<file path="src/sv/rbs_pkg.sv">
// Package for the ray / box slab intersection block.
// Holds default word and fraction widths; no dependencies.
`default_nettype none
package rbs_pkg;
  localparam int WordBitsDef = 32;
  localparam int FracBitsDef = 16;
endpackage
`default_nettype wire

</file>
<file path="src/sv/rbs_slab_prep.sv">
// One axis of the front stage: slab numerators, divisor magnitude, parallel and origin-in-slab checks.
// Depends on rbs_pkg for default widths.
`default_nettype none
module rbs_slab_prep #(
  parameter int WORD_BITS = rbs_pkg::WordBitsDef
) (
  input  wire logic                        clk_i,
  input  wire logic signed [WORD_BITS-1:0] origin_i,
  input  wire logic signed [WORD_BITS-1:0] dir_i,
  input  wire logic signed [WORD_BITS-1:0] min_i,
  input  wire logic signed [WORD_BITS-1:0] max_i,
  output logic             [WORD_BITS:0]   lo_mag_o,
  output logic                             lo_neg_o,
  output logic             [WORD_BITS:0]   hi_mag_o,
  output logic                             hi_neg_o,
  output logic             [WORD_BITS-1:0] den_o,
  output logic                             par_o,
  output logic                             pok_o
);
  import rbs_pkg::*;

  logic signed [WORD_BITS:0] dlo, dhi;
  logic                      dneg;

  always_comb begin
    dlo  = {min_i[WORD_BITS-1], min_i} - {origin_i[WORD_BITS-1], origin_i};
    dhi  = {max_i[WORD_BITS-1], max_i} - {origin_i[WORD_BITS-1], origin_i};
    dneg = dir_i[WORD_BITS-1];
  end

  always_ff @(posedge clk_i) begin
    lo_mag_o <= dlo[WORD_BITS] ? $unsigned(-dlo) : $unsigned(dlo);
    hi_mag_o <= dhi[WORD_BITS] ? $unsigned(-dhi) : $unsigned(dhi);
    lo_neg_o <= dlo[WORD_BITS] ^ dneg;
    hi_neg_o <= dhi[WORD_BITS] ^ dneg;
    den_o    <= dneg ? $unsigned(-dir_i) : $unsigned(dir_i);
    par_o    <= (dir_i == '0);
    pok_o    <= (origin_i >= min_i) && (origin_i <= max_i);
  end
endmodule
`default_nettype wire

</file>
<file path="config.mk">
export PLATFORM = sky130hd
export DESIGN_NAME = rbs_slab_prep
export DESIGN_NICKNAME = d
export VERILOG_FILES = /design/src/sv/rbs_pkg.sv /design/src/sv/rbs_slab_prep.sv
export SDC_FILE = /design/constraint.sdc
export NUM_CORES = 1
export LEC_CHECK = 0
export ABC_AREA = 1
export BUFFER_PORTS_ARGS = -buffer_cell sky130_fd_sc_hd__buf_4
export CAP_MARGIN = 15
export CORE_ASPECT_RATIO = 1.75
export CORE_MARGIN = 2
export CORE_UTILIZATION = 30
export DETAILED_ROUTE_END_ITERATION = 12
export PLACE_DENSITY = 0.55
export SYNTH_ARGS = -nofsm -noshare
export SYNTH_HDL_FRONTEND = slang
export SYNTH_SLANG_ARGS = --single-unit
</file>
<file path="constraint.sdc">
create_clock -name clk_i -period 8.3 [get_ports clk_i]
set_clock_uncertainty 0.2 [all_clocks]
set_input_delay 1.66 -clock clk_i [delete_from_list [all_inputs] [get_ports clk_i]]
set_output_delay 1.66 -clock clk_i [all_outputs]
set_load 0.1 [all_outputs]
</file>
# Word-level counts from Yosys, hierarchy flattened
# Index checks and enable logic that the tools add are counted.
[classes]
add_sub_neg = 5
order_cmp = 2
n_mux = 3
bitwise = 2
n_reduce_logical = 2
[ops]
columns = ["cell", "n"]
rows = [
  ["33-bit negation", 2],
  ["32-bit by 32-bit subtractor with 33-bit output", 2],
  ["32-bit two-way mux", 2],
  ["32-bit >= comparator", 1],
  ["32-bit <= comparator", 1],
  ["32-bit zero test", 1],
  ["32-bit negation", 1],
  ["31-bit two-way mux", 1],
  ["1-bit bitwise XOR", 2],
  ["1-bit logical AND", 1],
]
[totals]
register_bits = 102
input_bits = 129
output_inout_bits = 102
word_cells = 24

# Logic depth before layout (Yosys ltp)
[logic_depth]
depth_word = 3
mapped_depth = 21
depth_no_buf = 21

# Worst setup path after synthesis
# No wires, ideal clock.
[synth_path]
path_kind = "input to register"
from = "input min_i[0]"
to = "register lo_mag_o[25]"
setup_ps = 112
arrival_ps = 3609
required_time_ps = 7988
slack_ps = 4379
cell_stages = 19
n_path_buf = 0
path_cell_list = "inv_1 > ha_1 > fa_1 > inv_1 > nand3_2 > nand2_2 > nand2_1 > nand2_1 > nand2_1 > nor2_4 > nand3_2 > nor2_2 > nand3_2 > nor2_4 > nand3_2 > nand2_4 > nand2_1 > nand2_1 > nand2_1"
[synth_via]
elab_chain_cells = 3
[synth_lines]
columns = ["element", "line_no", "source"]
rows = [
  ["start, declared", "rbs_slab_prep.sv:10", "input wire logic signed [WORD_BITS-1:0] min_i,"],
  ["32-bit by 32-bit subtractor with 33-bit output (*)", "rbs_slab_prep.sv:26", "dlo = {min_i[WORD_BITS-1], min_i} - {origin_i[WORD_BITS-1], origin_i};"],
  ["33-bit negation", "rbs_slab_prep.sv:32", "lo_mag_o <= dlo[WORD_BITS] ? $unsigned(-dlo) : $unsigned(dlo);"],
  ["32-bit two-way mux (*)", "rbs_slab_prep.sv:32", ""],
  ["end signal, assigned", "rbs_slab_prep.sv:32", ""],
  ["end, declared", "rbs_slab_prep.sv:12", "output logic [WORD_BITS:0] lo_mag_o,"],
]
# Mark *: on every way between the ends. The rest lies on a longest branch, timed or not.
# A chain may end at the register's enable or synchronous reset.

# Final worst setup path
[layout_path]
from = "input origin_i[0]"
to = "register lo_mag_o[32]"
[layout_via]
elab_chain_cells = 2
[layout_lines]
columns = ["element", "line_no", "source"]
rows = [
  ["start, declared", "rbs_slab_prep.sv:8", "input wire logic signed [WORD_BITS-1:0] origin_i,"],
  ["32-bit by 32-bit subtractor with 33-bit output (*)", "rbs_slab_prep.sv:26", ""],
  ["33-bit negation", "rbs_slab_prep.sv:32", ""],
]
# Marks and branches as above.

==> qor.csv <==
metric,value,unit
drt drc,0,
ys async rst share,0,
routed len/inst,15.63,µm
post_cts resized,0,
Final Util,0.3773,
"antenna viol nets, final",0,
grt total ovfl,0,
Tmin final,4.958,ns
via count,11791,
DR iter-0 viols,576,
setup_tns,0,ns
CP peak stage delay,0.55,ns
full die area,36400,µm²
Critical Path RT,8.43,ns
fin nets,2276,
I/O Buffers,230,
Post-synth EDFFs,0,
clock-pin slew on the worst setup and hold paths,0.09,ns
status,completed,
clk buf depth,2,
drt first pass iters,5,
Slew HR,0.4896,
Vias/cell,4.640,
die width,145.1,µm
Worst Path Max Fanout,34,
P&R area growth vs syn,24.43,%
Max-Cap Viols,0,
"FF+latch count, synth",102,
clock root cell,clkbuf_16,
final max-slew violation count,0,
Pleak,7.349,nW
share of cells above drive strength 1,0.1744,
# rows,90,
maximum vdd drop,0.2166,mV
RePlAce Congestion,0.9345,
worst path cell trace,"buf_4, ha_1, fa_1, inv_1, nand3_2, nand2_2, nand2_1, nand2_1, nand2_1, nand2_1, nand3b_1, nand2_1, nand2_1, nand2_2, inv_1, nor2_1, nand2_1, nor2_1",
Final HPWL DP,34.74,mm
CP endpoint kind,flip-flop,
Worst-Margin Slew,0.7630,ns
CTS Hold Bufs,0,
Pwr Density,230.8,nW/µm²
synthesized area,10450,µm²
Hold/Removal Path Class,input port to flip-flop,
Post-Synthesis Mean Instance Area,5.657,µm²
post-synth net total,2047,
TritonCTS clock tree,yes,
DP Worst Slack,2.984,ns
placed cell area,12690,µm²
Crit-path slowest cell,nand2_2,
All-Layer GR Usage,0.2162,
warnings from Yosys,0,
critical path arrival,5.09,ns
maximum clock rate,201.7,MHz
Ports,231,
CTS sink cnt,102,
Setup-failing EPs final,0,
CTS buffer count,9,
dominant register cell in the synthesized netlist,dfxtp_1,
post-synthesis sequential area ratio,0.1954,
Post-CTS Repair Setup Buffers,0,
final hold violations,0,
die height,250.9,µm
Ant. Diodes,0,
part of the cycle the worst path needs,0.5973,
CTS H-tree depth,3,
cells after synthesis,1847,
RSZ-0062 raised after global routing,false,
largest net degree at the start of global routing,35,
first-pass GRT wire length,60.85,mm
Critical Path Start Type,input port,
Core Footprint,34460,µm²
Initial Util,0.3032,
WS Path Type,input port to flip-flop,
synth unique cells,44,
initial antenna violation count,0,
Total Wirelength,39.71,mm
number of global-route vias before repair,12017,
Setup WS post-layout,3.342,ns
"Design Area, Final",13000,µm²
crit-path most repeated cell,nand2_1,
registers in the layout, summed over array words and instances (netlist names):
signal and cells:
den_o 32, hi_mag_o 33, hi_neg_o 1, lo_mag_o 33
lo_neg_o 1, par_o 1, pok_o 1
critical path: cells and delay by family:
kind,cells,cell delay [ns]
fa+ha+maj,2,0.64
buf+inv,3,0.56
simple gates,13,2.20
cell usage after synthesis, types with 6 or more instances:
| cell | n | area share |
|---|---|---|
| nand2_2 | 38 | 0.023 |
| nor3_1 | 19 | 0.0091 |
| buf_2 | 6 | 0.0029 |
| nand4_1 | 26 | 0.016 |
| xor2_1 | 48 | 0.040 |
| nor2_4 | 6 | 0.0065 |
| inv_2 | 21 | 0.0075 |
| o21ai_0 | 19 | 0.0091 |
| nand3_2 | 16 | 0.015 |
| nand3_1 | 128 | 0.061 |
| ha_1 | 69 | 0.083 |
| inv_1 | 323 | 0.12 |
| dfxtp_1 | 102 | 0.20 |
| nor2_1 | 174 | 0.063 |
| a21oi_1 | 47 | 0.023 |
| nor2_2 | 26 | 0.016 |
| nand2_1 | 692 | 0.25 |
| nand3b_1 | 19 | 0.014 |
| xnor2_1 | 25 | 0.021 |
power breakdown:
group / leakage (nW) / internal [W] / total (W) / switching (W)
Sequential: 0.859 / 0.000611 / 0.000646 / 0.0000349
Combinational: 6.34 / 0.000427 / 0.00190 / 0.00147
Clock: 0.151 / 0.000216 / 0.000454 / 0.000238
Total: 7.35 / 0.00125 / 0.00300 / 0.00175
final timing paths:
kind / slack (ns) / depth (start not counted) / endpoint / from
max: 3.34 / 18 / lo_mag_o[32] / origin_i[0]
min: 1.18 / 1 / den_o[0] / dir_i[0]
cell usage in the layout, fill, tap and decap left out, drive strengths merged:
master | Yosys | routed
a21oi | 49 | 49
fa | 2 | 2
a211oi | 1 | 1
nand2 | 732 | 732
o21ai | 22 | 22
o31ai | 2 | 2
o22ai | 1 | 1
a31oi | 4 | 4
or2 | 3 | 3
a21o | 3 | 3
dfxtp | 102 | 102
xor2 | 48 | 48
nor4 | 2 | 2
buf | 9 | 230
a21boi | 1 | 1
nor2 | 206 | 206
nand4 | 26 | 26
ha | 69 | 69
o21bai | 2 | 2
clkinv | 1 | 5
nand3 | 145 | 145
nand3b | 19 | 19
o21a | 1 | 1
clkbuf | 3 | 9
xnor2 | 25 | 25
nor3 | 20 | 20
inv | 344 | 347
and2 | 5 | 5
cell type report:
cell class / instances / area (µm²)
clock buffers: 9 / 225.2
clock inverters: 7 / 86.33
fillers: 3956 / 21460
inverters: 345 / 1295
multi-input cells: 1388 / 7051
flip-flops and latches: 102 / 2042
well taps: 460 / 575.6
repair buffers: 230 / 1727
logic make-up after synthesis:
family | Yosys count | synth area share
AND/OR/NAND/NOR | 1158 | 0.4819
buffers and inverters | 357 | 0.1298
adder cells (fa/ha/maj) | 71 | 0.08646
AO/OA/AOI/OAI | 86 | 0.04526
XOR/XNOR | 73 | 0.06119
flip-flops | 102 | 0.1954
per-stage QoR:
stage | instances | power (W) | hold slack (ns)
4_1_cts | 2541 | 0.003037 | 1.150
5_1_grt | 2541 | 0.003171 | 1.167
3_3_place_gp | 2525 | 0.002560 | 1.576
3_5_place_dp | 2525 | 0.002563 | 1.576
2_1_floorplan | 1847 | 0.002114 | 1.488
6_report | 2541 | 0.003001 | 1.178
routing by layer:
| metal | global-route usage | vias to the layer above | wire length [µm] |
|---|---|---|---|
| met5 | 0 | - | 0 |
| met4 | 0.1451 | 0 | 2778 |
| met3 | 0.02468 | 110 | 1205 |
| met2 | 0.4521 | 295 | 22480 |
| met1 | 0.1869 | 5294 | 13240 |
| li1 | - | 6092 | - |
Power figures use the tool's default switching activity.
