**src/sv/rbs_pkg.sv**
```systemverilog
// Package for the ray / box slab intersection block.
// Holds default word and fraction widths; no dependencies.
`default_nettype none
package rbs_pkg;
  localparam int WordBitsDef = 32;
  localparam int FracBitsDef = 16;
endpackage
`default_nettype wire

```
**src/sv/rbs_combine.sv**
```systemverilog
// Back end: orders slab distances per axis, reduces to t_near / t_far, decides hit.
// Depends on rbs_pkg for default widths.
`default_nettype none
module rbs_combine #(
  parameter int WORD_BITS = rbs_pkg::WordBitsDef
) (
  input  wire logic                        clk_i,
  input  wire logic                        rst_ni,
  input  wire logic                        valid_i,
  input  wire logic signed [WORD_BITS-1:0] t0_i [3],
  input  wire logic signed [WORD_BITS-1:0] t1_i [3],
  input  wire logic        [2:0]           par_i,
  input  wire logic        [2:0]           pok_i,
  output logic                             done_o,
  output logic                             hit_o,
  output logic signed      [WORD_BITS-1:0] t_near_o
);
  import rbs_pkg::*;

  localparam logic signed [WORD_BITS-1:0] TMin = {1'b1, {(WORD_BITS-1){1'b0}}};
  localparam logic signed [WORD_BITS-1:0] TMax = {1'b0, {(WORD_BITS-1){1'b1}}};

  logic signed [WORD_BITS-1:0] en_d [3], ex_d [3];
  logic signed [WORD_BITS-1:0] en_q [3], ex_q [3];
  logic                        miss_q, valid_q;

  always_comb begin
    for (int a = 0; a < 3; a++) begin
      if (par_i[a]) begin
        en_d[a] = TMin;
        ex_d[a] = TMax;
      end else if (t0_i[a] < t1_i[a]) begin
        en_d[a] = t0_i[a];
        ex_d[a] = t1_i[a];
      end else begin
        en_d[a] = t1_i[a];
        ex_d[a] = t0_i[a];
      end
    end
  end

  always_ff @(posedge clk_i or negedge rst_ni) begin
    if (!rst_ni) begin
      valid_q <= 1'b0;
    end else begin
      valid_q <= valid_i;
    end
  end

  always_ff @(posedge clk_i) begin
    en_q   <= en_d;
    ex_q   <= ex_d;
    miss_q <= |(par_i & ~pok_i);
  end

  logic signed [WORD_BITS-1:0] tn, tf, tn01, tf01;
  logic                        hit_d;

  always_comb begin
    tn01  = (en_q[0] > en_q[1]) ? en_q[0] : en_q[1];
    tn    = (tn01 > en_q[2]) ? tn01 : en_q[2];
    tf01  = (ex_q[0] < ex_q[1]) ? ex_q[0] : ex_q[1];
    tf    = (tf01 < ex_q[2]) ? tf01 : ex_q[2];
    hit_d = !miss_q && !(tn > tf) && !tf[WORD_BITS-1];
  end

  always_ff @(posedge clk_i or negedge rst_ni) begin
    if (!rst_ni) begin
      done_o <= 1'b0;
    end else begin
      done_o <= valid_q;
    end
  end

  always_ff @(posedge clk_i) begin
    hit_o    <= hit_d;
    t_near_o <= hit_d ? tn : '0;
  end
endmodule
`default_nettype wire

```
**config.mk**
```make
export PLATFORM = sky130hd
export DESIGN_NAME = rbs_combine
export DESIGN_NICKNAME = d
export VERILOG_FILES = /design/src/sv/rbs_pkg.sv /design/src/sv/rbs_combine.sv
export SDC_FILE = /design/constraint.sdc
export NUM_CORES = 1
export LEC_CHECK = 0
export BUFFER_PORTS_ARGS = -buffer_cell sky130_fd_sc_hd__buf_2
export CAP_MARGIN = 20
export CORE_MARGIN = 1
export CORE_UTILIZATION = 50
export CTS_BUF_LIST = sky130_fd_sc_hd__clkbuf_4
export CTS_CLUSTER_DIAMETER = 50
export DETAILED_ROUTE_END_ITERATION = 8
export GPL_TIMING_DRIVEN = 0
export PLACE_DENSITY_LB_ADDON = 0.3
export SETUP_SLACK_MARGIN = 0.3
export SYNTH_ARGS = -nofsm -noshare
export SYNTH_HDL_FRONTEND = slang
export SYNTH_SLANG_ARGS = --single-unit
```
**constraint.sdc**
```tcl
create_clock -name clk_i -period 6.6 [get_ports clk_i]
set_input_delay 0.66 -clock clk_i [delete_from_list [all_inputs] [get_ports clk_i]]
set_output_delay 0.66 -clock clk_i [all_outputs]
set_load 0.01 [all_outputs]
```
# After elaboration in Yosys (flattened, before gate mapping)
# Index checks and enable logic that the tools add are counted.
classes:
  muxes: 10
  reduce_logical: 6
  magnitude_cmp: 8
  bitwise_logic: 2
ops:
  columns: ["cell", "n"]
  rows:
  - ["$mux 32", 10]
  - ["$lt 32x32->1", 5]
  - ["$gt 32x32->1", 3]
  - ["$and 3x3->3", 1]
  - ["$logic_not 1->1", 3]
  - ["$not 3->3", 1]
  - ["$reduce_or 3->1", 1]
  - ["$logic_and 1x1->1", 2]
totals:
  regBits: 228
  word_cells: 37
  in_bits: 201
  out_inout_bits: 34

# Longest topological paths before layout
depth:
  word_depth: 8
  depth_mapped: 34
  depth_no_buf: 29

# Worst setup path after synthesis
# No wires, ideal clock.
synth_path:
  path_kind: "reg-to-reg"
  start: "register en_q[43] in the netlist's numbering"
  end: "register t_near_o[10]"
  path_buffers: 3
  stages_incl_launch_ff: 32
  setup_ns: 0.136
  required_time_ns: 6.464
  path_slack_ns: -0.317
  synth_period_minus_slack_ns: 6.917
  t_arrival_ns: 6.781
  path_cell_list: "dfxtp_1 > inv_1 > ha_1 > a21oi_1 > o21ai_1 > a2111o_1 > a221oi_2 > mux2i_1 > a21oi_2 > buf_4 > mux2_2 > ha_1 > nand3_1 > or4_4 > nor4_4 > o211ai_1 > and4b_4 > a211oi_4 > buf_6 > mux2i_1 > inv_1 > ha_1 > a21o_1 > a211o_1 > o211ai_1 > a21oi_1 > o211ai_1 > nand2_1 > mux2i_1 > o21bai_1 > clkbuf_1 > nor3_2"
synth_between:
  elab_chain_cells: 8
synth_rtl:
  columns: ["item", "line_no", "source"]
  rows:
  - ["from (decl)", "rbs_combine.sv:24", "logic signed [WORD_BITS-1:0] en_q [3], ex_q [3];"]
  - ["from (signal assigned)", "rbs_combine.sv:51", "en_q <= en_d;"]
  - ["$gt 32x32->1", "rbs_combine.sv:60", "tn01 = (en_q[0] > en_q[1]) ? en_q[0] : en_q[1];"]
  - ["$mux 32 *", "rbs_combine.sv:60", null]
  - ["$gt 32x32->1", "rbs_combine.sv:61", "tn = (tn01 > en_q[2]) ? tn01 : en_q[2];"]
  - ["$mux 32 *", "rbs_combine.sv:61", null]
  - ["via tn[17]", "rbs_combine.sv:56", "logic signed [WORD_BITS-1:0] tn, tf, tn01, tf01;"]
  - ["$gt 32x32->1 *", "rbs_combine.sv:64", "hit_d = !miss_q && !(tn > tf) && !tf[WORD_BITS-1];"]
  - ["$logic_not 1->1 *", "rbs_combine.sv:64", null]
  - ["$logic_and 1x1->1 * (2 in a row)", "rbs_combine.sv:64", null]
  - ["to (signal assigned)", "rbs_combine.sv:77", "t_near_o <= hit_d ? tn : '0;"]
  - ["to (decl)", "rbs_combine.sv:16", "output logic signed [WORD_BITS-1:0] t_near_o"]
# Mark *: on every way through the listed nets, which the timed path passes. The rest lies on a longest branch.
# A chain may end at the register's enable or synchronous reset.

# Worst setup path in the final report
layout_path:
  start: "register en_q[35] in the netlist's numbering"
  end: "register t_near_o[12]"
# The elaborated chain is that of the path after synthesis.

==> flow_summary.ini <==
[die]
die_h_um = 183
die_x_um = 183
fp.dieArea_um2 = 33500
rows = 65
ioPinCount = 235
core_area_um2 = 31900
start_util_pct = 51.4

[power_and_ir_drop]
p_sw_share_pct = 41.2
p_sw_uw = 2720
ir_worst_vdd_uv = 150
p_per_area_nw_per_um2 = 319
p_comb_share_pct = 56.6
clockPowerShare_pct = 17.8
report.power.total_uw = 6600
seq_power_share_pct = 25.7
intPower_uw = 3880
leakage_uw = 0.0109

[routing]
viasPerCell = 5.41
route.detailed.drc = 0
wl_mm = 51.6
antenna_left = 0
num_vias = 15000
drt_first_iter_violations = 968
dr.pass1.iters = 5
wl_per_cell_um = 18.6

[finish]
fin_cells = 2781
final_core_util_pct = 64.9
layout_commonest_cell = inv_1
num-nets-final = 2747
area_growth_pct = 26.2
nFillCells = 2729
drive_above_1_share_pct = 26.7
layout_common_cells = inv_1, buf_2, ha_1

[timing]
hold_slack_ns = 0.0711
finClkSkew_ns = 0.0543
timing.final.ws_setup_ns = -0.767
tightest_slew_ns = 0.761
post-route-period-util_pct = 112
max_freq_mhz = 136
setup_viol = 33
grt_setup_unrepaired = true
maxSlewViolCount = 0
hold_violations = 0
slew_headroom_pct = 49.3
finalCriticalPeriod_ns = 7.37

[logic_synthesis]
yosys_warnings = 0
ys_async_sr_fraction_pct = 0.877
ys_ff_latch = 228
post_synth.cell_area_avg_um2 = 8.49
syn-num-nets = 2382
syn_area_um2 = 16400
yosys_most_used_dff = dfxtp_1
seq_area_frac_synth_pct = 27.9
synth.distinct_cells = 67
synthCells = 1930
synth_edf_count = 0

[critical_path]
critical_path_class = register to register
crit_path_end_kind = register
crit_fanout = 5
critPathSlowestCell = or4_4
cp.required_ns = 7.19
slowest_delay_ns = 0.52
cpMostUsedCell = ha_1
cp_data_arrival_time_ns = 7.96
critPathLaunchType = register

[job]
maxCapViolations = 0

[placement]
dp_hpwl_mm = 40.6
place_inst = 2597
portBuffers = 232
gp_congestion = 0.916
pre_cts_ws_ns = -1.86

[grt]
grt_overflow = 0
grt_max_degree = 16
track_usage_pct = 30.6
grt_pass1_wl_mm = 80.0
antenna_found_initial = 5
grt_pass1_vias = 15400

[clock_network]
clock-root-buffer = clkbuf_4
h-tree-depth = 2
clkSinkCount = 228
cts.clk_slew.worst_paths_ns = 0.07
cts_buffer_depth = 3
tritoncts.num_buffers = 57
clock_latency_ns = 0.72
tritoncts = yes

[status]
violations = negative setup slack
status = finished, violations left

[min_path]
hp-class = input port to register
==> power by group through the flow <==
stage,sequential [uW],combinational (uW),clock [uW]
finish,1690,3730,1170
global route,1700,4030,1270
CTS,1680,3560,1190
detailed placement,1700,2750,0
global placement,1700,2680,0
floorplan,1670,1980,0
==> through the flow <==
step	setup TNS [ns]	cell area (um^2)
2_1_floorplan	0	16500
4_1_cts	-18.63	20500
3_5_place_dp	-58.28	18200
6_report	-23.28	20700
5_1_grt	-28.28	20700
3_3_place_gp	-56.65	18200
==> sequential cells by signal (all words and copies together), names as in the netlist <==
signal	flops
en_q	96
t_near_o	32
ex_q	96
done_o	1
valid_q	1
hit_o	1
miss_q	1
==> cells in the mapped netlist (all sizes together), types with 31 or more instances <==
cell type / n / area share, %
buf: 31 / 1.4
mux2i: 226 / 14
dfxtp: 226 / 28
o21ai: 66 / 2.0
inv: 263 / 6.0
nand2b: 71 / 2.7
ha: 251 / 19
nand4: 40 / 1.6
nand2: 132 / 3.0
mux2: 34 / 2.3
a21oi: 69 / 2.1
a31oi: 34 / 1.3
nor2: 192 / 4.4
clkbuf: 53 / 1.2
nor3: 80 / 3.3
a21o: 43 / 2.0
==> worst max-delay path, delay by kind of cell (launching register included) <==
| kind | cells | cell delay [ns] |
|---|---|---|
| adders and majority gates | 3 | 0.83 |
| and+or+nand+nor | 8 | 2.06 |
| DFF | 1 | 0.35 |
| buffers and inverters | 10 | 1.38 |
| AOI/OAI and AO/OA | 8 | 1.47 |
| muxes | 4 | 1.15 |
==> layer usage <==
metal	vias to the layer above	GRT usage, %	routed length [um]
met5	-	0	39
met4	6	11.1	1680
met3	109	4.25	3150
met2	546	51.3	23600
met1	6961	40.0	23200
li1	7411	-	-
==> worst paths after layout <==
| kind | start | end | slack (ns) | cells after the start |
|---|---|---|---|---|
| min in group asynchronous | rst_ni | done_o$_DFF_PN0_ | 0.26 | 2 |
| max in group asynchronous | rst_ni | valid_q$_DFF_PN0_ | 6.24 | 2 |
| worst min register to register | valid_q$_DFF_PN0_ | done_o$_DFF_PN0_ | 0.35 | 0 |
| worst max-delay path | en_q[35]$_SDFF_PP0_ | t_near_o[12]$_SDFF_PN0_ | -0.77 | 33 |
| worst max register to register | en_q[35]$_SDFF_PP0_ | t_near_o[12]$_SDFF_PN0_ | -0.77 | 33 |
| worst min-delay path | valid_i | valid_q$_DFF_PN0_ | 0.07 | 1 |
==> cell families (layout without fill, tap and decap cells) <==
family / Yosys count / in the layout / synth area share, %
adder cells (fa/ha/maj): 251 / 251 / 19.2
AO/OA/AOI/OAI: 275 / 275 / 10.8
buffers and inverters: 347 / 760 / 8.60
other: 0 / 3 / 0
flip-flops: 228 / 228 / 27.9
XOR/XNOR: 1 / 1 / 0.0534
multiplexers: 260 / 260 / 16.1
AND/OR/NAND/NOR: 568 / 568 / 17.3
==> what timing repair did <==
item	CTS	global route
buffers inserted	58	9
hold endpoints to repair	2	0
gates cloned	5	1
pin swaps	50	10
gates resized for setup	172	26
endpoints found under the setup margin	33	33
hold buffers	1	0
==> final cells by class <==
type	count	area (um^2)	area share, %
Antenna cell	3	7.51	0.0363
Clock inverter	35	185	0.895
Multi-Input combinational cell	1355	11500	55.4
Clock buffer	72	541	2.61
Sequential cell	228	4590	22.2
Inverter	263	987	4.77
Timing Repair Buffer	306	1850	8.93
Tap cell	435	544	2.63
Buffer	84	528	2.55
Note: power is estimated with default switching activity, not from simulation.
