--- config.mk ---
export PLATFORM = sky130hd
export DESIGN_NAME = rbs_slab_div
export DESIGN_NICKNAME = d
export VERILOG_FILES = /design/src/sv/rbs_pkg.sv /design/src/sv/rbs_slab_div.sv
export SDC_FILE = /design/constraint.sdc
export NUM_CORES = 2
export LEC_CHECK = 0
export BUFFER_PORTS_ARGS = -buffer_cell sky130_fd_sc_hd__buf_2
export CAP_MARGIN = 20
export CORE_MARGIN = 3
export CORE_UTILIZATION = 57
export CTS_CLUSTER_DIAMETER = 150
export CTS_CLUSTER_SIZE = 30
export DETAILED_ROUTE_END_ITERATION = 8
export PLACE_DENSITY = 0.87
export SLEW_MARGIN = 20
export SYNTH_ARGS = -nofsm -noshare
export SYNTH_HDL_FRONTEND = slang
export SYNTH_SLANG_ARGS = --single-unit
--- constraint.sdc ---
create_clock -name clk_i -period 3.8 [get_ports clk_i]
set_clock_uncertainty 0.2 [all_clocks]
set_input_delay 0 -clock clk_i [delete_from_list [all_inputs] [get_ports clk_i]]
set_output_delay 0 -clock clk_i [all_outputs]
set_load 0.02 [all_outputs]
--- src/sv/rbs_pkg.sv ---
// Package for the ray / box slab intersection block.
// Holds default word and fraction widths; no dependencies.
`default_nettype none
package rbs_pkg;
  localparam int WordBitsDef = 32;
  localparam int FracBitsDef = 16;
endpackage
`default_nettype wire

--- src/sv/rbs_slab_div.sv ---
// Pipelined restoring divider: one quotient bit per stage, saturating signed result.
// Depends on rbs_pkg for default widths.
`default_nettype none
module rbs_slab_div #(
  parameter int WORD_BITS = rbs_pkg::WordBitsDef,
  parameter int FRAC_BITS = rbs_pkg::FracBitsDef
) (
  input  wire logic                        clk_i,
  input  wire logic        [WORD_BITS:0]   num_i,
  input  wire logic                        neg_i,
  input  wire logic        [WORD_BITS-1:0] den_i,
  output logic signed      [WORD_BITS-1:0] quo_o
);
  import rbs_pkg::*;

  localparam int NW    = WORD_BITS + 1 + FRAC_BITS;
  localparam int STEPS = WORD_BITS - 1;

  logic [NW-1:0]        n_full, n_top;
  logic                 sat0;
  logic [WORD_BITS-1:0] rem_q [STEPS+1];
  logic [WORD_BITS-2:0] low_q [STEPS+1];
  logic [WORD_BITS-2:0] quo_q [STEPS+1];
  logic [WORD_BITS-1:0] den_q [STEPS+1];
  logic                 sat_q [STEPS+1];
  logic                 neg_q [STEPS+1];

  // Quotient reaches the half range exactly when the top part is not below the divisor.
  always_comb begin
    n_full = {num_i, {FRAC_BITS{1'b0}}};
    n_top  = n_full >> STEPS;
    sat0   = (n_top >= NW'(den_i));
  end

  always_ff @(posedge clk_i) begin
    rem_q[0] <= sat0 ? '0 : n_top[WORD_BITS-1:0];
    low_q[0] <= n_full[WORD_BITS-2:0];
    quo_q[0] <= '0;
    den_q[0] <= den_i;
    sat_q[0] <= sat0;
    neg_q[0] <= neg_i;
  end

  for (genvar s = 1; s <= STEPS; s++) begin : g_step
    logic [WORD_BITS-1:0] r2;
    logic                 ge;
    always_comb begin
      r2 = {rem_q[s-1][WORD_BITS-2:0], low_q[s-1][WORD_BITS-2]};
      ge = (r2 >= den_q[s-1]);
    end
    always_ff @(posedge clk_i) begin
      rem_q[s] <= ge ? (r2 - den_q[s-1]) : r2;
      low_q[s] <= {low_q[s-1][WORD_BITS-3:0], 1'b0};
      quo_q[s] <= {quo_q[s-1][WORD_BITS-3:0], ge};
      den_q[s] <= den_q[s-1];
      sat_q[s] <= sat_q[s-1];
      neg_q[s] <= neg_q[s-1];
    end
  end

  logic signed [WORD_BITS-1:0] mag;
  always_comb mag = {1'b0, quo_q[STEPS]};

  always_ff @(posedge clk_i) begin
    if (sat_q[STEPS]) begin
      quo_o <= neg_q[STEPS] ? {1'b1, {(WORD_BITS-1){1'b0}}} : {1'b0, {(WORD_BITS-1){1'b1}}};
    end else begin
      quo_o <= neg_q[STEPS] ? -mag : mag;
    end
  end
endmodule
`default_nettype wire

-- Word-level counts from Yosys, hierarchy flattened
Memory sizes are Yosys's and may differ from the RTL's.
Index checks and enable logic that the tools add are counted.
- input port bits: 67
- register bits: 32
- logic and storage cells: 106
- memories: 6
- bits in writable memories: 4064
- muxes and demuxes: 35
- order comparisons: 32
- add/subtract/negate cells: 32
- memory list (memory ; depth ; width ; rd ports ; clocked after Yosys merged registers in ; wr ports ; line ; RTL):
    den_q ; 32 ; 32 ; 31 ; 0 ; 32 ; rbs_slab_div.sv:24 ; logic [WORD_BITS-1:0] den_q [STEPS+1];
    rem_q ; 32 ; 32 ; 31 ; 0 ; 32 ; rbs_slab_div.sv:21 ; logic [WORD_BITS-1:0] rem_q [STEPS+1];
    quo_q ; 32 ; 31 ; 32 ; 0 ; 32 ; rbs_slab_div.sv:23 ; logic [WORD_BITS-2:0] quo_q [STEPS+1];
    low_q ; 32 ; 30 ; 31 ; 0 ; 32 ; rbs_slab_div.sv:22 ; logic [WORD_BITS-2:0] low_q [STEPS+1];
    neg_q ; 32 ; 1 ; 32 ; 0 ; 32 ; rbs_slab_div.sv:26 ; logic neg_q [STEPS+1];
    sat_q ; 32 ; 1 ; 32 ; 0 ; 32 ; rbs_slab_div.sv:25 ; logic sat_q [STEPS+1];
- operator list (cell ; number):
    two-way mux 32 bit ; 34
    >= comparator 32 bit ; 31
    subtractor 32 bit ; 31
    >= comparator 18 x 32 -> 1 bit ; 1
    negator 31 -> 32 bit ; 1
    two-way mux 18 bit ; 1

-- Logic depth before layout (Yosys ltp)
An unclocked memory read counts as a cell.
- depth after elaboration: 4
- gate-level depth with buffers: 16
- mapped depth without buffers: 15

-- Worst setup path before layout
Ideal clock, no wire load.
- kind: reg-to-reg
- from: mem low_q[11][29] in the netlist's numbering
- to: mem rem_q[12][23] in the netlist's numbering
- arrival time: 3305 ps
- library setup time: 121 ps
- slack: 175 ps
- cell stages (with the launch flop): 16
- path buffers: 2
- period minus slack after synthesis: 3625 ps
- data required time: 3479 ps
- path through: dfxtp_1 -> inv_1 -> ha_1 -> fa_1 -> nor2b_1 -> o21ai_0 -> nand2b_1 -> a2111oi_2 -> o31ai_2 -> a311o_1 -> o21ai_0 -> a311o_1 -> a31oi_1 -> buf_2 -> buf_4 -> mux2_2
- RTL lines (what ; line):
    start, declared ; rbs_slab_div.sv:22
    end, declared ; rbs_slab_div.sv:21

==> out/results.ini <==
[min_path]
hp-start=quo_q[0][283]$_DFF_P_
hold_class=flip-flop to flip-flop
holdPathEnd=quo_q[0][315]$_DFF_P_
hold_depth=0

[detailed_routing]
first_pass_iters=6
ant_nets=0
dr.max_layer_used=met5
wl_met3_um=13200
vias_per_cell=5.60
vias=83200
route.met2.wl_um=123000
wl_met1_um=105000
drcViolationCount=0
wl_per_cell_um=16.8
drt_iter0_drc=5960
totalWireLength_um=250000

[layout]
fillers=15400
area_growth_pct=9.09
drive_above_1_share=0.0949
nets=13300

[worst_setup_path]
crit_arrival_ns=4.35
ff2ff_path_depth=13
crit_top_cell=o21ai_0
critPathCaptureType=flip-flop
r2r_slack_ns=-0.06
slowest_stage=o31ai_1
rr_startpoint=den_q[1][162]$_DFF_P_
start_kind=flip-flop
crit_fanout=3
crit_chain=inv_1 -> ha_1 -> buf_4 -> o21ai_0 -> nand2b_1 -> a211oi_1 -> o31ai_1 -> a221oi_1 -> nor3_1 -> o21ai_0 -> o41ai_2 -> xor2_1 -> mux2_4
r2r_end=rem_q[14][29]$_DFF_P_
required_ns=4.29
critical_path.max_stage_delay_ns=0.49
worstSetupPathType=flip-flop to flip-flop

[timing]
finalCritPeriodShare=1.01
slew_viol_final=0
relSlewSlack=0.480
fin_ws_ns=-0.0553
finalCriticalPeriod_ns=3.86
finalSetupViolations=1
tightest_slew_ns=0.761
hold_viol=0
setup-tns-final_ns=-0.0553
rsz0062_at_grt=yes
max_freq_mhz=259

[clocking]
cts_htree_levels=3
clkSinkCount=2652
clock_latency_ns=0.82
root_buffer=clkbuf_16
clockBufferDepth=3
cts_buffers=98
cts_tree=built
cts.clk_slew.worst_paths_ns=0.11

[logic_synthesis]
synth_edf_count=0
synthTopCellsByCount=dfxtp_1 (2652), inv_1 (1253), ha_1 (997)
synth_top_cell_by_area=dfxtp_1
synth_most_common_cell=dfxtp_1
yosys_warnings=0
avgSynthCellArea_sq_um=9.70
ys_seq_area_frac=0.463
synth_area_sq_um=115000
synth_flop_cell=dfxtp_1
ys_ff_latch=2652
synth_async_sr_flop_share=0
netlist_top_cells_area=dfxtp_1 (46%), ha_1 (11%), mux2_2 (4.4%), inv_1 (4.1%), xnor2_1 (3.4%)
synth.distinct_cells=100
syn_inst=11800
synth_fp_nets=12900
yosysTopAreaCellShare=0.463

[placement]
dp_hpwl_um=187000
gp_congestion=0.946
dp_worst_setup_slack_ns=-0.252
port_buffers=98

[die]
ios=99
std_cell_rows=163
fp.dieW_um=454
chipHeight_um=454
dieArea_sq_um=206000
initial_core_util=0.577
core-area_sq_um=199000

[grt]
grt_remaining_overflow=0
grtUsageTotal=0.231
antenna_found_initial=8
grt_max_degree=64
grt_pass1_wl_um=396000
grt_pass1_vias=80200

[power]
swShare=0.365
ir_worst_vdd_uv=492
power_leakage_nw=59.0
p_seq_frac=0.400
p_comb_frac=0.461
p_int_mw=58.9
power_density_nw_per_um2=742
pwr-share-clk=0.139
p_switching_mw=33.8

[outcome]
status=finished, violations left
violations=setup timing

[flow_run]
drv_cap=0

==> flip-flops by register name, summed over array words and instances, names as in the netlist <==
register and count:
rem_q 948, quo_q 496, quo_o 32, den_q 992, low_q 120, neg_q 32, sat_q 32
==> power groups by stage <==
stage | logic, mW | registers [mW] | clock network (mW)
floorplan | 31.6 | 36.0 | 0
global placement | 38.6 | 37.5 | 0
detailed placement | 39.8 | 37.6 | 0
CTS | 40.8 | 37.0 | 13.3
global route | 47.3 | 37.5 | 14.1
finish | 42.7 | 37.1 | 12.9
==> worst max-delay path, delay by kind of cell, from the launching register on <==
family,cells,cell delay (ns)
compound gates,6,1.64
xor+xnor,1,0.12
fa+ha+maj,1,0.29
buf+inv,2,0.19
flops,1,0.44
mux,1,0.28
simple gates,2,0.58
==> worst max-delay path by stage <==
stage                                     start                     to  slack, ns  cells after the start
final                     den_q[1][162]$_DFF_P_  rem_q[14][29]$_DFF_P_      -0.06                     13
after global routing      den_q[1][161]$_DFF_P_  rem_q[14][29]$_DFF_P_      -0.19                     13
after CTS                  den_q[3][96]$_DFF_P_  rem_q[28][22]$_DFF_P_     -0.007                     14
after detailed placement  den_q[2][160]$_DFF_P_  rem_q[22][26]$_DFF_P_      -0.25                     16
after global placement    den_q[2][160]$_DFF_P_  rem_q[22][14]$_DFF_P_      -0.13                     15
after floorplan           low_q[11][29]$_DFF_P_  rem_q[12][23]$_DFF_P_       0.17                     15
==> cell usage in the layout, fill, tap and decap left out, types with 57 or more instances in the layout <==
| cell | Yosys | layout |
|---|---|---|
| dfxtp_1 | 2652 | 2637 |
| inv_1 | 1253 | 1252 |
| ha_1 | 997 | 996 |
| nand2_1 | 802 | 801 |
| a21oi_1 | 774 | 753 |
| o21ai_0 | 762 | 738 |
| nor2_1 | 577 | 574 |
| a21o_1 | 488 | 488 |
| mux2_2 | 446 | 444 |
| xnor2_1 | 443 | 443 |
| xor2_1 | 336 | 336 |
| buf_4 | 4 | 204 |
| nand3_1 | 175 | 175 |
| nor2b_1 | 155 | 154 |
| dlygate4sd3_1 | 0 | 148 |
| o21bai_1 | 130 | 129 |
| nand2b_1 | 129 | 128 |
| nor3_1 | 130 | 128 |
| o21a_1 | 128 | 127 |
| nand4_1 | 106 | 106 |
| clkbuf_16 | 0 | 105 |
| and3_1 | 100 | 100 |
| buf_2 | 50 | 98 |
| a31oi_1 | 92 | 82 |
| a211oi_1 | 81 | 73 |
| and2_1 | 68 | 68 |
| o31ai_1 | 69 | 58 |
| or3_1 | 57 | 57 |
==> through the flow <==
step | hold WS (ns) | power, mW | util | cells | area, sq um
after floorplan | -0.172 | 67.6 | - | 11800 | 115000
after global placement | -0.0969 | 76.2 | 0.601 | 14500 | 119000
after detailed placement | -0.0964 | 77.4 | 0.601 | 14500 | 119000
after CTS | 0.0674 | 91.1 | 0.623 | 14800 | 124000
after global routing | 0.101 | 98.9 | 0.629 | 14900 | 125000
final | 0.0825 | 92.7 | 0.629 | 14900 | 125000
==> what timing repair did <==
| action | CTS | global route |
|---|---|---|
| endpoints found under the setup margin | 192 | 688 |
| buffers inserted | 14 | 29 |
| gates resized for setup | 22 | 188 |
| hold endpoints to repair | 67 | 0 |
| cloned | 4 | 9 |
| pin swaps | 5 | 56 |
| hold buffers | 148 | 0 |
==> metal layers <==
layer	vias up	GRT usage
met3	614	0.0315
met4	2	0.0815
met2	2432	0.414
li1	41300	-
met5	-	0
met1	38900	0.283
==> cells by family after synthesis <==
group / share of synthesized area
xor gates and xnor gates: 0.0596
DFF: 0.463
and+or+nand+nor: 0.101
AOI/OAI and AO/OA: 0.164
buffers and inverters: 0.0494
adders and majority gates: 0.114
muxes: 0.0485
==> layout make-up <==
class	count	area (sq um)	area share
antenna	6	15.0	0.000120
clock buffer	98	2450	0.0196
clock inverter	10	143	0.00114
inverter	1254	4710	0.0377
multi-input combinational	7690	56700	0.454
sequential	2652	53100	0.425
tap	2640	3300	0.0264
timing repair buffer	504	4530	0.0363
(Power assumes the default switching activity.)
